--- src/sv/dpds_pkg.sv ---
// ---------------------------------------------------------------------------
// dpds_pkg: shared types and constants for the dual periodic deadline scheduler
// Payload structs, register indexes and controller/datapath command and status types.
// ---------------------------------------------------------------------------
`default_nettype none

package dpds_pkg;

    localparam int CFG_INDEX_W = 8;
    localparam int CFG_DATA_W  = 32;
    localparam int PERIOD_W    = 32;
    localparam int TIME_W      = 64;
    localparam int DIV_CNT_W   = 6;

    localparam logic [CFG_INDEX_W-1:0] REG_FRAME_PERIOD   = 8'd0;
    localparam logic [CFG_INDEX_W-1:0] REG_CONTEXT_PERIOD = 8'd1;

    localparam logic [PERIOD_W-1:0] PERIOD_RESET = 32'd1000;
    localparam logic [TIME_W-1:0]   MAX_POS      = 64'h7FFF_FFFF_FFFF_FFFF;

    localparam logic REQ_POLL    = 1'b0;
    localparam logic REQ_RESTART = 1'b1;

    typedef struct packed {
        logic               req_type;
        logic signed [63:0] now_ms;
    } in_t;

    typedef struct packed {
        logic        fire_frame;
        logic        fire_context;
        logic [62:0] delay_to_next_ms;
        logic        frame_done;
        logic        context_done;
    } out_t;

    // controller to datapath
    typedef struct packed {
        logic accept;
        logic div_start;
        logic div_sel_c;
        logic div_step;
        logic upd_f;
        logic upd_c;
        logic load_out;
    } cmd_t;

    // datapath to controller
    typedef struct packed {
        logic fire_f;
        logic fire_c;
        logic div_last;
        logic out_free;
    } status_t;

endpackage

`default_nettype wire

--- src/sv/dpds_ctrl.sv ---
// ---------------------------------------------------------------------------
// dpds_ctrl: scheduler sequencer
// Walks one item through evaluation, the remainder divisions and the result.
// ---------------------------------------------------------------------------
`default_nettype none

module dpds_ctrl (
    input  wire logic              aclk,
    input  wire logic              aresetn,
    input  wire logic              s_valid,
    output logic                   s_ready,
    input  wire dpds_pkg::status_t status,
    output dpds_pkg::cmd_t         cmd
);
    import dpds_pkg::*;

    typedef enum logic [6:0] {
        S_IDLE   = 7'b0000001,
        S_EVAL   = 7'b0000010,
        S_DIV_F  = 7'b0000100,
        S_UPD_F  = 7'b0001000,
        S_DIV_C  = 7'b0010000,
        S_UPD_C  = 7'b0100000,
        S_RESULT = 7'b1000000
    } state_t;

    state_t state_reg, state_next;

    // state register
    always_ff @(posedge aclk) begin
        if (!aresetn) begin
            state_reg <= S_IDLE;
        end else begin
            state_reg <= state_next;
        end
    end

    // next state and commands
    always_comb begin
        state_next = state_reg;
        cmd        = '0;
        s_ready    = 1'b0;
        unique case (state_reg)
            S_IDLE: begin
                s_ready = 1'b1;
                if (s_valid) begin
                    cmd.accept = 1'b1;
                    state_next = S_EVAL;
                end
            end
            S_EVAL: begin
                if (status.fire_f) begin
                    cmd.div_start = 1'b1;
                    state_next    = S_DIV_F;
                end else if (status.fire_c) begin
                    cmd.div_start = 1'b1;
                    cmd.div_sel_c = 1'b1;
                    state_next    = S_DIV_C;
                end else begin
                    state_next = S_RESULT;
                end
            end
            S_DIV_F: begin
                cmd.div_step = 1'b1;
                if (status.div_last) begin
                    state_next = S_UPD_F;
                end
            end
            S_UPD_F: begin
                cmd.upd_f = 1'b1;
                if (status.fire_c) begin
                    cmd.div_start = 1'b1;
                    cmd.div_sel_c = 1'b1;
                    state_next    = S_DIV_C;
                end else begin
                    state_next = S_RESULT;
                end
            end
            S_DIV_C: begin
                cmd.div_step = 1'b1;
                if (status.div_last) begin
                    state_next = S_UPD_C;
                end
            end
            S_UPD_C: begin
                cmd.upd_c  = 1'b1;
                state_next = S_RESULT;
            end
            S_RESULT: begin
                if (status.out_free) begin
                    cmd.load_out = 1'b1;
                    state_next   = S_IDLE;
                end
            end
            default: begin
                state_next = S_IDLE;
            end
        endcase
    end

endmodule

`default_nettype wire

--- src/sv/dpds_datapath.sv ---
// ---------------------------------------------------------------------------
// dpds_datapath: schedule state, period registers and remainder divider
// Deadline skip uses now + (period - (now - deadline) mod period).
// ---------------------------------------------------------------------------
`default_nettype none

module dpds_datapath (
    input  wire logic                                 aclk,
    input  wire logic                                 aresetn,
    input  wire dpds_pkg::in_t                        s_data,
    output dpds_pkg::out_t                            m_data,
    output logic                                      m_valid,
    input  wire logic                                 m_ready,
    input  wire logic                                 cfg_valid,
    input  wire logic [dpds_pkg::CFG_INDEX_W-1:0]     cfg_index,
    input  wire logic [dpds_pkg::CFG_DATA_W-1:0]      cfg_data,
    input  wire dpds_pkg::cmd_t                       cmd,
    output dpds_pkg::status_t                         status
);
    import dpds_pkg::*;

    logic [TIME_W-1:0]    fdl_reg, cdl_reg;
    logic                 fexh_reg, cexh_reg;
    logic [PERIOD_W-1:0]  fper_reg, cper_reg;
    logic [TIME_W-1:0]    now_reg;
    logic                 fire_f_reg, fire_c_reg;
    logic [TIME_W-1:0]    q_reg;
    logic [PERIOD_W-1:0]  rem_reg;
    logic [DIV_CNT_W-1:0] cnt_reg;
    logic                 sel_c_reg;
    out_t                 out_reg;
    logic                 out_valid_reg;

    logic [PERIOD_W-1:0]  fper_eff, cper_eff, per_sel;
    logic [PERIOD_W:0]    trial, trial_sub;
    logic [PERIOD_W-1:0]  rem_next;
    logic [PERIOD_W:0]    step_amt;
    logic [TIME_W:0]      new_sum;
    logic                 new_sat;
    logic [TIME_W-1:0]    new_dl;
    logic                 in_fire_f, in_fire_c;
    logic [TIME_W-1:0]    next_dl, diff;
    logic [62:0]          delay;
    logic                 cfg_hit;

    // effective periods, zero acts as one
    assign fper_eff = (fper_reg == '0) ? PERIOD_W'(1) : fper_reg;
    assign cper_eff = (cper_reg == '0) ? PERIOD_W'(1) : cper_reg;
    assign per_sel  = sel_c_reg ? cper_eff : fper_eff;

    // fire decision on the incoming item
    assign in_fire_f = (s_data.req_type == REQ_POLL) && !fexh_reg &&
                       !($signed(s_data.now_ms) < $signed(fdl_reg));
    assign in_fire_c = (s_data.req_type == REQ_POLL) && !cexh_reg &&
                       !($signed(s_data.now_ms) < $signed(cdl_reg));

    // one restoring remainder step
    assign trial     = {rem_reg, q_reg[TIME_W-1]};
    assign trial_sub = trial - {1'b0, per_sel};
    assign rem_next  = (trial >= {1'b0, per_sel}) ? trial_sub[PERIOD_W-1:0]
                                                  : trial[PERIOD_W-1:0];

    // skipped deadline with saturation check
    assign step_amt = {1'b0, per_sel} - {1'b0, rem_reg};
    assign new_sum  = {now_reg[TIME_W-1], now_reg} + {{(TIME_W-PERIOD_W){1'b0}}, step_amt};
    assign new_sat  = !new_sum[TIME_W] && new_sum[TIME_W-1];
    assign new_dl   = new_sat ? MAX_POS : new_sum[TIME_W-1:0];

    // delay to earliest live deadline
    always_comb begin
        if (fexh_reg) begin
            next_dl = cdl_reg;
        end else if (cexh_reg) begin
            next_dl = fdl_reg;
        end else if ($signed(cdl_reg) < $signed(fdl_reg)) begin
            next_dl = cdl_reg;
        end else begin
            next_dl = fdl_reg;
        end
        diff = next_dl - now_reg;
        if (fexh_reg && cexh_reg) begin
            delay = MAX_POS[62:0];
        end else if (!($signed(now_reg) < $signed(next_dl))) begin
            delay = '0;
        end else if (diff[TIME_W-1]) begin
            delay = MAX_POS[62:0];
        end else begin
            delay = diff[62:0];
        end
    end

    assign cfg_hit = cfg_valid &&
                     ((cfg_index == REG_FRAME_PERIOD) || (cfg_index == REG_CONTEXT_PERIOD));

    // schedule state and periods
    always_ff @(posedge aclk) begin
        if (!aresetn) begin
            fdl_reg  <= '0;
            cdl_reg  <= '0;
            fexh_reg <= 1'b0;
            cexh_reg <= 1'b0;
            fper_reg <= PERIOD_RESET;
            cper_reg <= PERIOD_RESET;
        end else if (cfg_hit) begin
            if (cfg_index == REG_FRAME_PERIOD) begin
                fper_reg <= cfg_data;
            end else begin
                cper_reg <= cfg_data;
            end
            fdl_reg  <= '0;
            cdl_reg  <= '0;
            fexh_reg <= 1'b0;
            cexh_reg <= 1'b0;
        end else begin
            if (cmd.accept && s_data.req_type == REQ_RESTART) begin
                fdl_reg  <= s_data.now_ms;
                cdl_reg  <= s_data.now_ms;
                fexh_reg <= 1'b0;
                cexh_reg <= 1'b0;
            end
            if (cmd.upd_f) begin
                fdl_reg  <= new_dl;
                fexh_reg <= new_sat;
            end
            if (cmd.upd_c) begin
                cdl_reg  <= new_dl;
                cexh_reg <= new_sat;
            end
        end
    end

    // item capture and divider
    always_ff @(posedge aclk) begin
        if (!aresetn) begin
            fire_f_reg <= 1'b0;
            fire_c_reg <= 1'b0;
            cnt_reg    <= '0;
            sel_c_reg  <= 1'b0;
        end else begin
            if (cmd.accept) begin
                now_reg    <= s_data.now_ms;
                fire_f_reg <= in_fire_f;
                fire_c_reg <= in_fire_c;
            end
            if (cmd.div_start) begin
                q_reg     <= now_reg - (cmd.div_sel_c ? cdl_reg : fdl_reg);
                rem_reg   <= '0;
                cnt_reg   <= '0;
                sel_c_reg <= cmd.div_sel_c;
            end else if (cmd.div_step) begin
                q_reg   <= {q_reg[TIME_W-2:0], 1'b0};
                rem_reg <= rem_next;
                cnt_reg <= cnt_reg + 1'b1;
            end
        end
    end

    // result register
    always_ff @(posedge aclk) begin
        if (!aresetn) begin
            out_valid_reg <= 1'b0;
        end else if (cmd.load_out) begin
            out_valid_reg <= 1'b1;
        end else if (m_ready) begin
            out_valid_reg <= 1'b0;
        end
    end

    always_ff @(posedge aclk) begin
        if (cmd.load_out) begin
            out_reg.fire_frame       <= fire_f_reg;
            out_reg.fire_context     <= fire_c_reg;
            out_reg.delay_to_next_ms <= delay;
            out_reg.frame_done       <= fexh_reg;
            out_reg.context_done     <= cexh_reg;
        end
    end

    assign m_data          = out_reg;
    assign m_valid         = out_valid_reg;
    assign status.fire_f   = fire_f_reg;
    assign status.fire_c   = fire_c_reg;
    assign status.div_last = (cnt_reg == {DIV_CNT_W{1'b1}});
    assign status.out_free = !out_valid_reg || m_ready;

endmodule

`default_nettype wire

--- src/sv/dual_periodic_deadline_scheduler.sv ---
// ---------------------------------------------------------------------------
// dual_periodic_deadline_scheduler: two periodic deadlines on one time base
//
//   channel   ports                               direction
//   input     s_valid / s_ready / s_data          item in (poll or restart)
//   result    m_valid / m_ready / m_data          one result per item
//   config    cfg_valid / cfg_ready / cfg_index / cfg_data   period writes
//
// A restart or a poll that fires nothing goes through evaluation and the result
// step only; each firing schedule adds a pass through the shared bit-serial
// remainder divider. One item is in work at a time; a finished result waits
// in the output register while the next item is taken. Reset is synchronous
// and needs no clearing pass; a held result stalls only the result step.
// ---------------------------------------------------------------------------
`default_nettype none

module dual_periodic_deadline_scheduler (
    input  wire logic                               aclk,
    input  wire logic                               aresetn,
    input  wire logic                               s_valid,
    output logic                                    s_ready,
    input  wire dpds_pkg::in_t                      s_data,
    output logic                                    m_valid,
    input  wire logic                               m_ready,
    output dpds_pkg::out_t                          m_data,
    input  wire logic                               cfg_valid,
    output logic                                    cfg_ready,
    input  wire logic [dpds_pkg::CFG_INDEX_W-1:0]   cfg_index,
    input  wire logic [dpds_pkg::CFG_DATA_W-1:0]    cfg_data
);
    import dpds_pkg::*;

    cmd_t    cmd;
    status_t status;

    // configuration must be written only while idle; the block does not enforce it
    assign cfg_ready = 1'b1;

    dpds_ctrl u_ctrl (
        .aclk    (aclk),
        .aresetn (aresetn),
        .s_valid (s_valid),
        .s_ready (s_ready),
        .status  (status),
        .cmd     (cmd)
    );

    dpds_datapath u_datapath (
        .aclk      (aclk),
        .aresetn   (aresetn),
        .s_data    (s_data),
        .m_data    (m_data),
        .m_valid   (m_valid),
        .m_ready   (m_ready),
        .cfg_valid (cfg_valid),
        .cfg_index (cfg_index),
        .cfg_data  (cfg_data),
        .cmd       (cmd),
        .status    (status)
    );

endmodule

`default_nettype wire

--- config.mk ---
export PLATFORM = sky130hd
export DESIGN_NAME = dual_periodic_deadline_scheduler
export DESIGN_NICKNAME = d
export VERILOG_FILES = /design/src/sv/dpds_pkg.sv /design/src/sv/dpds_ctrl.sv /design/src/sv/dpds_datapath.sv /design/src/sv/dual_periodic_deadline_scheduler.sv
export SDC_FILE = /design/constraint.sdc
export NUM_CORES = 2
export LEC_CHECK = 0
export ABC_CLOCK_PERIOD_IN_PS = 13260
export CORE_MARGIN = 2
export CORE_UTILIZATION = 54
export CTS_BUF_LIST = sky130_fd_sc_hd__clkbuf_16
export DETAILED_ROUTE_END_ITERATION = 6
export DONT_BUFFER_PORTS = 1
export HOLD_SLACK_MARGIN = 0.02
export PLACE_DENSITY = 0.76
export SLEW_MARGIN = 25
export SYNTH_ARGS = -nofsm -noshare
export SYNTH_HDL_FRONTEND = slang
export SYNTH_SLANG_ARGS = --single-unit
--- constraint.sdc ---
create_clock -name aclk -period 13.26 [get_ports aclk]
set_clock_uncertainty 0.2 [all_clocks]
set_input_delay 0.663 -clock aclk [delete_from_list [all_inputs] [get_ports aclk]]
set_output_delay 0.663 -clock aclk [all_outputs]
set_load 0.03 [all_outputs]
### Yosys cells after proc, flatten, opt, wreduce, memory -nomap -nowiden

Cells that the tools add are included.

* output and inout bits: 70
* input bits: 110
* register bits after elaboration: 438
* logic and storage cells: 119

* reduce and logical (&&, ||, !) cells: 31
* $lt $le $gt $ge: 5
* muxes and demuxes: 41
* $add $sub $neg: 6
* eq/ne operators: 13
* bitwise operators: 3

Operator list (count)
* $mux W64: 10
* $lt A64 B64 Y1: 4
* $mux W32: 5
* $sub A64 B64 Y64: 2
* $mux W63: 2
* $add A64 B34 Y65: 1
* $logic_not A32 Y1: 2
* $pmux W7 S7: 1
* $mux W7: 6
* $ge A33 B32 Y1: 1
* $sub A32 B32 Y33: 1
* $sub A32 B32 Y32: 1
* $mux W1: 15
* $eq A8 B1 Y1 const B: 1
* $logic_and A1 B1 Y1: 8
* $logic_not A8 Y1: 1
* $ne A2 B2 Y1 const B: 4
* $reduce_and A2 Y1: 4
* $reduce_bool A2 Y1: 4
* $eq A7 B1 Y1 const B: 1
* $eq A7 B2 Y1 const B: 1
* $eq A7 B3 Y1 const B: 1
* $eq A7 B4 Y1 const B: 1
* $eq A7 B5 Y1 const B: 1
* other kinds (11): 21

### Depth between registers and ports, before layout

* depth after elaboration: 9
* gate-level depth with buffers: 34
* gate-level depth less buffers: 33

### Modules after synthesis

Synthesis repeated with hierarchy kept, for this count alone.

* cells, all modules: 4566
* area, all modules: 38932.3 µm²

Modules (own cells, without submodules)
* dpds_datapath: cells an instance 4508, instances 1, sequential area each 10900.5 µm², area each 38446.9 µm²
* dpds_ctrl: cells an instance 56, instances 1, sequential area each 140.1 µm², area each 474.2 µm²
* dual_periodic_deadline_scheduler: cells an instance 2, instances 1, sequential area each 0.0 µm², area each 11.3 µm²

### Worst setup path before layout

No wires, ideal clock.

* path type: reg2reg
* start: reg u_ctrl.state_reg[2]
* end: reg u_datapath.q_reg[0], enable pin
* slack: 3.420 ns
* arrival: 8.944 ns
* data required time: 12.364 ns
* stages on the path, launching flop included: 9
* path buffers: 3
* setup time: 0.696 ns
* period minus slack after synthesis: 9.840 ns
* cells stage by stage: dfxtp_1 > or4_1 > nor4b_2 > o21ai_1 > and2_1 > clkbuf_1 > clkbuf_1 > clkbuf_1 > a21boi_0

* word-level cells in the longest chain between the ends: 5
* elaborated cells on any way between the ends: 9
* those cells by class: eq/ne (4); mux (2); reduce/logical (3)

RTL lines
* start, declared: line dpds_ctrl.sv:27 `state_t state_reg, state_next;`
* start signal, assigned: line dpds_ctrl.sv:34 `state_reg <= state_next;`
* $eq A7 B3 Y1 or $eq A7 B5 Y1 (tied branches): line dpds_ctrl.sv:43 `unique case (state_reg)`
* $reduce_or A2 Y1 (no source line)
* $mux W1: line dpds_ctrl.sv:43
* $reduce_bool A2 Y1 (no source line) *
* $reduce_and A2 Y1 (no source line) *
* end signal, assigned: line dpds_datapath.sv:146 `q_reg <= now_reg - (cmd.div_sel_c ? cdl_reg : fdl_reg);`
* end signal, assigned: line dpds_datapath.sv:151 `q_reg <= {q_reg[TIME_W-2:0], 1'b0};`
* end, declared: line dpds_datapath.sv:27 `logic [TIME_W-1:0] q_reg;`

Mark *: on every way between the ends. The rest lies on a longest branch, timed or not.
A chain may end at the register's enable or synchronous reset.

### Worst setup path after layout

* start: reg u_datapath.fdl_reg[38]
* end: reg u_datapath.out_reg (netlist bit u_datapath.m_data[64]) (data pin)

* word-level cells in the longest chain between the ends: 7
* elaborated cells on any way between the ends: 8
* those cells by class: add/sub (1); order compare (2); mux (5)

RTL lines
* start, declared: line dpds_datapath.sv:22 `logic [TIME_W-1:0] fdl_reg, cdl_reg;`
* start signal, assigned: line dpds_datapath.sv:116 `fdl_reg <= s_data.now_ms;`
* start signal, assigned: line dpds_datapath.sv:122 `fdl_reg <= new_dl;`
* $lt A64 B64 Y1: line dpds_datapath.sv:75 `end else if ($signed(cdl_reg) < $signed(fdl_reg)) begin`
* $mux W64: line dpds_datapath.sv:75
* $mux W64 *: line dpds_datapath.sv:73 `end else if (cexh_reg) begin`
* $mux W64 *: line dpds_datapath.sv:71 `if (fexh_reg) begin`
* $sub A64 B64 Y64: line dpds_datapath.sv:80 `diff = next_dl - now_reg;`
* $mux W63: line dpds_datapath.sv:85 `end else if (diff[TIME_W-1]) begin`
* $mux W63 *: line dpds_datapath.sv:83 `end else if (!($signed(now_reg) < $signed(next_dl))) begin`
* end, declared: line dpds_datapath.sv:31 `out_t out_reg;`

Marked as above.

==> impl_metrics.yaml <==
outcome:
  outcome: "complete, but fails checks"
  violations: "design-rule violations"
grt:
  grt_antenna_before_repair: 3
  grt.total_usage_pct: 33.1
  grt_pass1_vias: 34200
  grt_overflow: 0
  grt_first_pass_wirelength_um: 192000
  grt_max_degree: 92
routing:
  first_pass_iters: 7
  ant_nets: 0
  wirelength_um: 125000
  routedWlPerCell_um: 22.4
  dr_total_vias: 35300
  drc: 2
  viasPerCell: 6.34
  drt_iter0_markers: 3357
logic_synthesis:
  synth_seq_area_share_pct: 28.7
  async_flop_share_pct: 0
  synth_edf_count: 227
  synth_nets: 5223
  avgSynthCellArea_sq_um: 8.30
  postSynthCellCount: 4631
  synth-seq-cells: 438
  yosysWarnings: 0
  netlist_area_sq_um: 38400
  synth_flop_cell: "edfxtp_1"
  yosysUniqueCellTypes: 89
timing:
  fin_tns_setup_ns: 0
  hold_violations: 0
  worstMarginPinSlew_ns: 1.04
  relSlewSlack_pct: 30.4
  fin_crit_sh_pct: 63.9
  finalSetupViolations: 0
  drv_slew: 0
  setup_slack_ns: 4.79
  period_needed_ns: 8.47
  max_freq_ghz: 0.118
  rsz0062_at_grt: "no"
floorplan:
  start_util_pct: 54.7
  die_width_um: 271
  rows: 97
  die_height_um: 271
  dieArea_sq_um: 73300
  ios: 180
  core-area_sq_um: 70300
setup_path:
  worst_ep_arrival_time_ns: 8.59
  reg2reg_depth: 24
  crit_path_top_delay_cell: "a31oi_4"
  r2r_slack_ns: 4.79
  path_cells: "inv_1, ha_1, nand4_1, nor4_1, nand4_1, a311o_1, a21o_1, a31oi_4, buf_12, mux2i_1, ha_1, inv_1, fa_1, a211oi_1, o211ai_1, a31oi_1, a31oi_1, a221oi_1, o21a_1, o21ai_1, a31o_2, a21oi_1, xor2_1, a22oi_1"
  crit_type: "register to register"
  required_ns: 13.38
  crit_path_end_kind: "register"
  crit_fanout: 70
  slowest_delay_ns: 0.79
  start_kind: "register"
place:
  place_area_sq_um: 39000
  hpwl_um: 91900
  port_buffers: 0
  place.gp.congestion: 1.01
  dp_slack_ns: 5.04
layout:
  final_area_sq_um: 41700
  largest_reg_flops: 67
  drive_above_1_share_pct: 4.30
  fin_nets: 5178
  fillers: 6216
  area.growth.synth_to_final_pct: 8.49
clocking:
  cts_buffers: 52
  ctsResizeCount: 0
  cts_tree: "done"
  clock_tree.buffer_depth: 3
  cts_setup_buffers: 0
  insertion_delay_ns: 0.62
  clkTransAtPathRegs_ns: 0.07
  htree_levels: 2
  clockRootBuffer: "clkbuf_16"
  cts.sinks: 438
power:
  powerDensity_nw_per_um2: 96.0
  peakVddDrop_mv: 0.0970
  p_leak_nw: 17.3
run:
  cap_viol_max_count: 0
worst_hold_path:
  hp-class: "input port to register"
  holdPathStages: 2
-- report_power, final --
part           internal [mW]  total [mW]  switching (mW)
Clock                  0.781        1.41           0.630
Combinational          0.435        1.08           0.649
Sequential              1.46        1.51          0.0434
Total                   2.68        4.00            1.32
-- cell usage in the layout (no fill, tap or decap), types with 9 or more instances in the layout --
cell type and count:
ha_1 477, xnor2_1 155, nor2_1 359, inv_1 307, or3_1 17, dlygate4sd3_1 98
and2_1 16, and3_1 23, o211ai_1 27, a21oi_1 457, a22oi_1 19, nand4_1 81
nor3_1 57, nor4_1 27, a221oi_1 19, dfxtp_1 211, a311oi_1 33, nand2_1 505
nor2b_1 48, a211oi_1 92, clkbuf_16 54, edfxtp_1 227, o31ai_1 16, mux2i_1 130
nand2b_1 43, o21ai_0 254, a31oi_1 37, a21o_1 235, xor2_1 76, a221oi_2 30
buf_4 26, a21boi_0 62, o21a_1 41, o21bai_1 30, and4_1 10, a22o_1 31
nand3_1 89, nand3b_1 10, clkinv_2 18, o22ai_1 9
-- worst max-delay path: cells and delay by family, from the launching register on --
kind | cells | cell delay (ns)
buffers and inverters | 3 | 0.64
XOR/XNOR | 1 | 0.18
flip-flops | 1 | 0.38
AO/OA/AOI/OAI | 13 | 4.38
AND/OR/NAND/NOR | 3 | 1.04
adder cells (fa/ha/maj) | 3 | 0.97
multiplexers | 1 | 0.25
-- logic make-up (layout without fill, tap and decap cells) --
logic type               count (synthesis)  in the layout  synth area share, %
other                                    1              2              0.00976
adder cells (fa/ha/maj)                482            482                 15.8
buffers and inverters                  531            528                 5.46
flip-flops                             438            438                 28.7
multiplexers                           133            133                 3.47
AND/OR/NAND/NOR                       1331           1331                 15.8
XOR/XNOR                               231            231                 5.27
AO/OA/AOI/OAI                         1484           1484                 25.5
-- worst paths after layout --
path	startpoint	endpoint
worst max register to register	u_datapath.fdl_reg[38]$_SDFFE_PP0P_	u_datapath.m_data[64]$_SDFFCE_PP1P_
worst min-delay path	s_data[59]	u_datapath.fdl_reg[59]$_SDFFE_PP0P_
worst max-delay path	u_datapath.fdl_reg[38]$_SDFFE_PP0P_	u_datapath.m_data[64]$_SDFFCE_PP1P_
worst min register to register	u_datapath.cper_reg[23]$_SDFFE_PN0P_	u_datapath.cper_reg[23]$_SDFFE_PN0P_
-- metrics by stage --
stage          total power, mW  hold WS, ns  utilization [%]  cells
2_1_floorplan             2.31        0.246                -   4631
3_3_place_gp              2.54        0.263             55.5   5371
3_5_place_dp              2.55        0.272             55.5   5372
4_1_cts                   3.99       0.0200             59.3   5567
5_1_grt                   4.17       0.0396             59.3   5569
6_report                  4.00       0.0352             59.3   5569
-- cell usage after synthesis, types with 24 or more instances --
master / instances / area share (%)
a211oi_1: 92 / 1.8
a21boi_0: 63 / 1.2
a21o_1: 235 / 4.6
a21oi_1: 457 / 6.0
a221oi_2: 30 / 1.2
a22o_1: 31 / 0.71
a311oi_1: 33 / 0.75
a31oi_1: 38 / 0.62
and3_1: 24 / 0.39
buf_2: 36 / 0.47
clkbuf_1: 179 / 1.7
dfxtp_1: 211 / 11
edfxtp_1: 227 / 18
ha_1: 477 / 16
inv_1: 303 / 3.0
mux2i_1: 130 / 3.4
nand2_1: 510 / 5.0
nand2b_1: 43 / 0.70
nand3_1: 90 / 1.2
nand4_1: 81 / 1.3
nor2_1: 362 / 3.5
nor2b_1: 51 / 0.83
nor3_1: 57 / 0.74
nor4_1: 27 / 0.44
o211ai_1: 27 / 0.53
o21a_1: 41 / 0.80
o21ai_0: 254 / 3.3
o21bai_1: 30 / 0.59
xnor2_1: 155 / 3.5
xor2_1: 76 / 1.7
-- timing repair --
| item | CTS | global route |
|---|---|---|
| hold buffers | 99 | 0 |
| endpoints found under the setup margin | 0 | 0 |
| endpoints found under the hold margin | 186 | 0 |
-- final cells by class --
| class | instances | area (sq um) | area share (%) |
|---|---|---|---|
| antenna | 1 | 2.50 | 0.00600 |
| timing repair buffer | 129 | 1280 | 3.08 |
| tap | 940 | 1180 | 2.82 |
| sequential | 438 | 11000 | 26.5 |
| multi-input combinational | 3662 | 25400 | 60.9 |
| inverter | 303 | 1140 | 2.73 |
| clock inverter | 42 | 289 | 0.693 |
| clock buffer | 54 | 1350 | 3.24 |
-- layer usage --
layer | share of wire (%) | vias to the layer above | global-route usage (%) | wire length [um]
met4 | 8.2 | 2 | 23.5 | 10300
met2 | 47 | 1500 | 55.2 | 58300
met5 | 0.013 | - | 0 | 16
met1 | 38 | 16500 | 39.0 | 48000
met3 | 6.7 | 499 | 4.83 | 8350
li1 | - | 16700 | - | -
No activity file was read; power rests on OpenSTA's default activity.
